--- src/hw/rtl/lnr_pkg.sv ---
// Package for the line rasterizer: field widths, register indexes, sequencer states
// and the structs that pass between its modules. No dependencies.
`timescale 1ns / 1ps

package lnr_pkg;

    localparam int COORD_W       = 6;
    localparam int VALUE_W       = 32;
    localparam int CFG_W         = 7;
    localparam int CFG_IDX_W     = 2;
    localparam int GRID_SIZE_DEF = 64;
    localparam int S_TDATA_W     = 56;
    localparam int M_TDATA_W     = 48;

    localparam logic [CFG_W-1:0] GRID_RESET = CFG_W'(64);

    localparam logic [CFG_IDX_W-1:0] REG_GRID_WIDTH  = CFG_IDX_W'(0);
    localparam logic [CFG_IDX_W-1:0] REG_GRID_HEIGHT = CFG_IDX_W'(1);

    typedef enum logic [1:0] {
        ST_IDLE,
        ST_SETUP,
        ST_EMIT
    } lnr_state_t;

    typedef struct packed {
        logic [COORD_W-1:0] rem;
        logic [COORD_W-1:0] inc;
        logic [COORD_W-1:0] div;
    } step_in_t;

    typedef struct packed {
        logic [COORD_W-1:0] rem;
        logic               carry;
    } step_out_t;

    typedef struct packed {
        logic [COORD_W-1:0] x;
        logic [COORD_W-1:0] y;
        logic [VALUE_W-1:0] value;
        logic               enable;
        logic               last;
    } pixel_t;

endpackage

--- src/hw/rtl/lnr_step_unit.sv ---
// Remainder unit of the line rasterizer: adds the minor delta to the running
// remainder and takes off the major delta once when it is reached. Uses lnr_pkg.
`timescale 1ns / 1ps

module lnr_step_unit
(
    input  lnr_pkg::step_in_t  step_in,
    output lnr_pkg::step_out_t step_out
);

    logic [lnr_pkg::COORD_W:0] sum;
    logic [lnr_pkg::COORD_W:0] diff;
    logic                      reached;

    always_comb
    begin
        sum     = {1'b0, step_in.rem} + {1'b0, step_in.inc};
        diff    = sum - {1'b0, step_in.div};
        reached = (sum >= {1'b0, step_in.div});
        step_out.carry = reached;
        step_out.rem   = reached ? diff[lnr_pkg::COORD_W-1:0] : sum[lnr_pkg::COORD_W-1:0];
    end

endmodule

--- src/hw/rtl/lnr_seq.sv ---
// Line rasterizer sequencer (uses lnr_pkg, lnr_step_unit): holds the command,
// orders the endpoints along the major axis, walks it one pixel a cycle unless stalled.
`timescale 1ns / 1ps

module lnr_seq #(
    parameter int LIM_W = lnr_pkg::CFG_W
)
(
    input  logic                          clk,
    input  logic                          rst_n,
    input  logic                          cmd_valid,
    output logic                          cmd_ready,
    input  logic [lnr_pkg::COORD_W-1:0]   cmd_xa,
    input  logic [lnr_pkg::COORD_W-1:0]   cmd_ya,
    input  logic [lnr_pkg::COORD_W-1:0]   cmd_xb,
    input  logic [lnr_pkg::COORD_W-1:0]   cmd_yb,
    input  logic [lnr_pkg::VALUE_W-1:0]   cmd_value,
    input  logic [LIM_W-1:0]              width_lim,
    input  logic [LIM_W-1:0]              height_lim,
    output logic                          pix_valid,
    input  logic                          pix_ready,
    output lnr_pkg::pixel_t               pix
);

    localparam int CW = lnr_pkg::COORD_W;

    lnr_pkg::lnr_state_t state_reg, state_next;

    logic [CW-1:0]               xa_reg, ya_reg, xb_reg, yb_reg;
    logic [CW-1:0]               xa_next, ya_next, xb_next, yb_next;
    logic [lnr_pkg::VALUE_W-1:0] value_reg, value_next;
    logic                        x_major_reg, x_major_next;
    logic                        neg_reg, neg_next;
    logic [CW-1:0]               maj0_reg, maj0_next;
    logic [CW-1:0]               min0_reg, min0_next;
    logic [CW-1:0]               maj_d_reg, maj_d_next;
    logic [CW-1:0]               min_abs_reg, min_abs_next;
    logic [CW-1:0]               k_reg, k_next;
    logic [CW-1:0]               q_reg, q_next;
    logic [CW-1:0]               rem_reg, rem_next;
    lnr_pkg::pixel_t             pix_reg, pix_next;

    logic [CW:0]   dx, dy, adx, ady, min_d;
    logic          x_major, swap;
    logic [CW-1:0] s_maj0, s_min0, s_maj_d, s_min_abs;
    logic [CW-1:0] major, minor, px, py;
    logic          last;

    lnr_pkg::step_in_t  step_in;
    lnr_pkg::step_out_t step_out;

    lnr_step_unit u_step
    (
        .step_in  (step_in),
        .step_out (step_out)
    );

    always_ff @(posedge clk or negedge rst_n)
    begin
        if (!rst_n)
        begin
            state_reg <= lnr_pkg::ST_IDLE;
        end
        else
        begin
            state_reg <= state_next;
        end
    end

    always_ff @(posedge clk)
    begin
        xa_reg      <= xa_next;
        ya_reg      <= ya_next;
        xb_reg      <= xb_next;
        yb_reg      <= yb_next;
        value_reg   <= value_next;
        x_major_reg <= x_major_next;
        neg_reg     <= neg_next;
        maj0_reg    <= maj0_next;
        min0_reg    <= min0_next;
        maj_d_reg   <= maj_d_next;
        min_abs_reg <= min_abs_next;
        k_reg       <= k_next;
        q_reg       <= q_next;
        rem_reg     <= rem_next;
        pix_reg     <= pix_next;
    end

    always_comb
    begin
        dx  = {1'b0, xb_reg} - {1'b0, xa_reg};
        dy  = {1'b0, yb_reg} - {1'b0, ya_reg};
        adx = dx[CW] ? -dx : dx;
        ady = dy[CW] ? -dy : dy;
        x_major = (adx > ady);
        if (x_major)
        begin
            swap      = (xa_reg > xb_reg);
            s_maj0    = swap ? xb_reg : xa_reg;
            s_min0    = swap ? yb_reg : ya_reg;
            s_maj_d   = adx[CW-1:0];
            s_min_abs = ady[CW-1:0];
            min_d     = swap ? -dy : dy;
        end
        else
        begin
            swap      = (ya_reg > yb_reg);
            s_maj0    = swap ? yb_reg : ya_reg;
            s_min0    = swap ? xb_reg : xa_reg;
            s_maj_d   = ady[CW-1:0];
            s_min_abs = adx[CW-1:0];
            min_d     = swap ? -dx : dx;
        end

        step_in.rem = rem_reg;
        step_in.inc = min_abs_reg;
        step_in.div = maj_d_reg;

        state_next   = state_reg;
        xa_next      = xa_reg;
        ya_next      = ya_reg;
        xb_next      = xb_reg;
        yb_next      = yb_reg;
        value_next   = value_reg;
        x_major_next = x_major_reg;
        neg_next     = neg_reg;
        maj0_next    = maj0_reg;
        min0_next    = min0_reg;
        maj_d_next   = maj_d_reg;
        min_abs_next = min_abs_reg;
        k_next       = k_reg;
        q_next       = q_reg;
        rem_next     = rem_reg;
        pix_next     = pix_reg;
        major        = maj0_reg;
        minor        = min0_reg;
        last         = 1'b0;
        px           = major;
        py           = minor;

        unique case (state_reg)
            lnr_pkg::ST_IDLE:
            begin
                if (cmd_valid)
                begin
                    xa_next    = cmd_xa;
                    ya_next    = cmd_ya;
                    xb_next    = cmd_xb;
                    yb_next    = cmd_yb;
                    value_next = cmd_value;
                    state_next = lnr_pkg::ST_SETUP;
                end
            end
            lnr_pkg::ST_SETUP:
            begin
                x_major_next = x_major;
                neg_next     = min_d[CW];
                maj0_next    = s_maj0;
                min0_next    = s_min0;
                maj_d_next   = s_maj_d;
                min_abs_next = s_min_abs;
                k_next       = '0;
                q_next       = '0;
                rem_next     = '0;
                major        = s_maj0;
                minor        = s_min0;
                last         = (s_maj_d == '0);
                px           = x_major ? major : minor;
                py           = x_major ? minor : major;
                pix_next.x      = px;
                pix_next.y      = py;
                pix_next.value  = value_reg;
                pix_next.last   = last;
                pix_next.enable = (LIM_W'(px) < width_lim) && (LIM_W'(py) < height_lim);
                state_next   = lnr_pkg::ST_EMIT;
            end
            lnr_pkg::ST_EMIT:
            begin
                if (pix_ready)
                begin
                    if (pix_reg.last)
                    begin
                        state_next = lnr_pkg::ST_IDLE;
                    end
                    else
                    begin
                        k_next   = k_reg + 1'b1;
                        q_next   = q_reg + CW'(step_out.carry);
                        rem_next = step_out.rem;
                        major    = maj0_reg + k_next;
                        minor    = neg_reg ? (min0_reg - q_next) : (min0_reg + q_next);
                        last     = (k_next == maj_d_reg);
                        px       = x_major_reg ? major : minor;
                        py       = x_major_reg ? minor : major;
                        pix_next.x      = px;
                        pix_next.y      = py;
                        pix_next.value  = value_reg;
                        pix_next.last   = last;
                        pix_next.enable = (LIM_W'(px) < width_lim) &&
                                          (LIM_W'(py) < height_lim);
                    end
                end
            end
            default:
            begin
                state_next = lnr_pkg::ST_IDLE;
            end
        endcase
    end

    assign cmd_ready = (state_reg == lnr_pkg::ST_IDLE);
    assign pix_valid = (state_reg == lnr_pkg::ST_EMIT);
    assign pix       = pix_reg;

endmodule

--- src/hw/rtl/line_rasterizer.sv ---
// Top level of the line rasterizer: stream ports, clipping registers and the
// sequencer that walks each line. Uses lnr_pkg and lnr_seq.
`timescale 1ns / 1ps

// Each line item is accepted in the idle state and then passes a set-up state in which
// the endpoints are ordered along the major axis; it then emits one pixel a cycle while
// the output is taken, 1 to 64 pixels per line. A single remainder adder steps the
// minor coordinate once per pixel. The input is not ready until the last pixel of
// the current line has been taken.

module line_rasterizer #(
    parameter int GRID_SIZE = lnr_pkg::GRID_SIZE_DEF
)
(
    input  logic                            clk,
    input  logic                            rst_n,
    // Fields from bit 0: x_start, y_start, x_end, y_end, pixel_value.
    input  logic [lnr_pkg::S_TDATA_W-1:0]   s_axis_tdata,
    input  logic                            s_axis_tvalid,
    output logic                            s_axis_tready,
    // Fields from bit 0: pixel_x, pixel_y, write_value, four zero bits.
    output logic [lnr_pkg::M_TDATA_W-1:0]   m_axis_tdata,
    // Field: write_enable.
    output logic                            m_axis_tuser,
    output logic                            m_axis_tlast,
    output logic                            m_axis_tvalid,
    input  logic                            m_axis_tready,
    input  logic                            cfg_valid,
    output logic                            cfg_ready,
    input  logic [lnr_pkg::CFG_IDX_W-1:0]   cfg_index,
    input  logic [lnr_pkg::CFG_W-1:0]       cfg_data
);

    localparam int SIZE_W = $clog2(GRID_SIZE + 1);
    localparam int LIM_W  = (SIZE_W > lnr_pkg::CFG_W) ? SIZE_W : lnr_pkg::CFG_W;
    localparam int CW     = lnr_pkg::COORD_W;
    localparam int PAD_W  = lnr_pkg::M_TDATA_W - 2 * CW - lnr_pkg::VALUE_W;

    logic [lnr_pkg::CFG_W-1:0] grid_width_reg, grid_height_reg;
    logic [LIM_W-1:0]          width_lim, height_lim;
    lnr_pkg::pixel_t           pix;

    always_ff @(posedge clk or negedge rst_n)
    begin
        if (!rst_n)
        begin
            grid_width_reg  <= lnr_pkg::GRID_RESET;
            grid_height_reg <= lnr_pkg::GRID_RESET;
        end
        else if (cfg_valid && cfg_ready)
        begin
            unique case (cfg_index)
                lnr_pkg::REG_GRID_WIDTH:  grid_width_reg  <= cfg_data;
                lnr_pkg::REG_GRID_HEIGHT: grid_height_reg <= cfg_data;
                default:
                begin
                end
            endcase
        end
    end

    assign cfg_ready = 1'b1;

    always_comb
    begin
        width_lim  = (LIM_W'(grid_width_reg) > LIM_W'(GRID_SIZE)) ?
                     LIM_W'(GRID_SIZE) : LIM_W'(grid_width_reg);
        height_lim = (LIM_W'(grid_height_reg) > LIM_W'(GRID_SIZE)) ?
                     LIM_W'(GRID_SIZE) : LIM_W'(grid_height_reg);
    end

    lnr_seq #(
        .LIM_W (LIM_W)
    ) u_seq
    (
        .clk        (clk),
        .rst_n      (rst_n),
        .cmd_valid  (s_axis_tvalid),
        .cmd_ready  (s_axis_tready),
        .cmd_xa     (s_axis_tdata[CW-1:0]),
        .cmd_ya     (s_axis_tdata[2*CW-1:CW]),
        .cmd_xb     (s_axis_tdata[3*CW-1:2*CW]),
        .cmd_yb     (s_axis_tdata[4*CW-1:3*CW]),
        .cmd_value  (s_axis_tdata[4*CW+lnr_pkg::VALUE_W-1:4*CW]),
        .width_lim  (width_lim),
        .height_lim (height_lim),
        .pix_valid  (m_axis_tvalid),
        .pix_ready  (m_axis_tready),
        .pix        (pix)
    );

    assign m_axis_tdata = {{PAD_W{1'b0}}, pix.value, pix.y, pix.x};
    assign m_axis_tuser = pix.enable;
    assign m_axis_tlast = pix.last;

endmodule

--- config.mk ---
export PLATFORM = sky130hd
export DESIGN_NAME = line_rasterizer
export DESIGN_NICKNAME = d
export VERILOG_FILES = /design/src/hw/rtl/lnr_pkg.sv /design/src/hw/rtl/lnr_step_unit.sv /design/src/hw/rtl/lnr_seq.sv /design/src/hw/rtl/line_rasterizer.sv
export SDC_FILE = /design/constraint.sdc
export NUM_CORES = 1
export LEC_CHECK = 0
export ABC_AREA = 1
export BUFFER_PORTS_ARGS = -buffer_cell sky130_fd_sc_hd__buf_2
export CAP_MARGIN = 20
export CORE_UTILIZATION = 56
export DETAILED_ROUTE_END_ITERATION = 16
export HOLD_SLACK_MARGIN = 0.1
export PLACE_DENSITY = 0.82
export SETUP_SLACK_MARGIN = 0.3
export SLEW_MARGIN = 25
export SYNTH_ARGS = -nofsm -noshare
export SYNTH_HDL_FRONTEND = slang
export SYNTH_SLANG_ARGS = --single-unit
--- constraint.sdc ---
create_clock -name clk -period 6.85 [get_ports clk]
set_input_delay 0 -clock clk [delete_from_list [all_inputs] [get_ports clk]]
set_output_delay 0 -clock clk [all_outputs]
set_load 0.005 [all_outputs]
==> metrics <==
total number of vias=7629; delay of the slowest cell on the worst path=0.39 ns; number of maximum-capacitance constraint violations=0; Yosys reg bits=162; reg-to-reg startpoint=u_seq.rem_reg[0]; run status=completed; maximum count of clock buffers along a single path=2; number of warning messages in the yosys log=0; CTS buffer count=17; clock-pin slew on the worst setup and hold paths=0.07 ns; clock sink count=162; most frequent standard cell in the layout excluding fill and tap cells=nand2_1; number of hold buffers added after CTS=70; number of standard cells after synthesis=1015; total wirelength of the detailed-routed design=23.44 mm; worst-skew pair later-pin latency=0.45 ns; slew at the pin closest to its max-slew limit=1.016 ns; most frequent cells in the layout=251 x nand2_1, 160 x inv_1, 146 x edfxtp_1; Min-Delay Path Class=input pin to register; site row count=46; count of boundary I/O pins=123; GRT Util Overall=0.2784; number of library cell types mapped by synthesis=47; required time reported for the critical path endpoint=7.16 ns; CP startpoint kind=register; clock tree root buffer cell=clkbuf_16; Top FF cell, synth=edfxtp_1; Setup Fix Bufs, Post-CTS=0; number of violations reported at the end of detailed-routing iteration 0=625; number of flip-flops under the largest register name=46; post-detailed-route count of antenna-violating nets=0; Nets=1351; part of the Yosys area used for sequential elements=0.5118; die outline width=131.2 um; CP Capture Type=register; initial core utilization=0.5804; Setup TNS=0 ns; number of enable-type register cells in the synthesized netlist=146; slack of the worst reg-to-reg path=1.17 ns; time the worst path needs with I/O delays and setup=5.678 ns; start-to-end type of the worst setup path=register to register; CTS resizes=0; signal arrival time at the worst endpoint=5.99 ns; area of the core region=16120 um^2; number of cells traversed by the worst register-to-register path=35; final worst path period share=0.8290; CP max FO=10; largest net degree at the start of global routing=57; number of hold violations in the final report=0; Worst slew margin=0.3222; detailed-route DRC error count=0; peak clock frequency supported by timing=176.1 MHz; proportion of layout cells with a drive suffix above 1=0.1538; Buffers on Ports=117; synthesized area per cell=9.215 um^2; proportion of register bits with asynchronous set or reset after synthesis=0.09877; height of the die=131.2 um; die area=17220 um^2; Critical path destination=u_seq.pix[1]; final setup fails=0; average vias per placed instance=5.324; number of levels in the clock H-tree=4; cell with the largest stage delay on the worst path=fa_1; summed instance area of the synthesized netlist=9353 um^2; router iterations before antenna repair=5; CTS tree=yes; global placement routability congestion=0.9221; wire length of the first global-routing pass=36.95 mm; detail-routed net length per standard cell=16.36 um; via count of the first global-routing pass=7452; cell mode on critical path=nand2_1; worst setup path startpoint=u_seq.rem_reg[0]; setup repair after global routing missed its margin=false; synthesis-to-finish area growth=22.01%; count of final max-slew check failures=0; Hold WS=0.1215 ns; half-perimeter wire length after detailed placement=14.70 mm; endpoint of the worst-slack reg-to-reg timing path=u_seq.pix[1]; fin util=0.7081; Max Clock Skew=0.02155 ns; antenna violations before repair=1; aggregate global routing overflow=0
[worst max-delay path: cells and delay by family (launching register included)]
kind | cells | cell delay [ns]
simple gates | 12 | 1.09
buf+inv | 4 | 0.23
xor+xnor | 1 | 0.21
fa+ha+maj | 8 | 2.18
flops | 1 | 0.33
compound gates | 10 | 1.51
[worst min-delay path by stage]
stage,from,slack (ns),cells after the start,endpoint
2_1_floorplan,rst_n,-0.30,0,grid_height_reg[0]
3_3_place_gp,rst_n,-0.08,1,grid_height_reg[0]
3_5_place_dp,rst_n,-0.07,1,grid_height_reg[4]
4_1_cts,cfg_index[1],0.11,4,grid_width_reg[4]
5_1_grt,cfg_index[1],0.19,3,grid_height_reg[6]
6_report,cfg_index[1],0.12,3,grid_height_reg[6]
[logic make-up after synthesis]
family / synth area share
muxes: 0.002141
DFF: 0.5118
buffers and inverters: 0.08294
AOI/OAI and AO/OA: 0.08481
xor gates and xnor gates: 0.02716
other: 0.0008030
and+or+nand+nor: 0.1811
adders and majority gates: 0.1092
[routing by layer]
layer,vias to the layer above,part of all wire,track usage
li1,3707,-,-
met1,3523,0.39,0.3269
met2,348,0.51,0.4991
met3,51,0.069,0.05517
met4,0,0.029,0.1085
met5,-,0,0
[cells in the mapped netlist (all sizes together) (3+ instances only)]
cell | number | share of area
xor2 | 15 | 0.014
o21ai | 70 | 0.038
xnor2 | 14 | 0.013
ha | 72 | 0.096
a31oi | 3 | 0.0020
a21oi | 47 | 0.027
fa | 6 | 0.013
edfxtp | 146 | 0.47
inv | 169 | 0.068
a22o | 4 | 0.0037
nand2 | 258 | 0.11
nor2 | 78 | 0.032
nor3 | 4 | 0.0021
dfrtp | 14 | 0.037
nand3 | 56 | 0.031
buf | 16 | 0.012
nand4 | 5 | 0.0040
nand3b | 5 | 0.0044
clkbuf | 8 | 0.0032
o211ai | 6 | 0.0070
[area by class of cell]
cell class              count  area [um^2]
multi-input cells         662         3811
fillers                  1077         4705
clock inverters            14        162.7
inverters                 170        639.4
repair buffers            190         1309
flip-flops and latches    162         4787
diodes                      1        2.502
clock buffers              18        429.2
well taps                 216        270.3
[metrics by stage]
step	instance area, um^2	worst slack (ns)	std cells
floorplan	9364	1.750	1018
global placement	10110	1.464	1330
detailed placement	10110	1.212	1330
CTS	11400	1.205	1432
global route	11410	0.5101	1433
finish	11410	1.172	1433
Power is left out: the tool's default activity adds up to more than one toggle a clock period on the data nets, which glitch-free logic cannot reach.
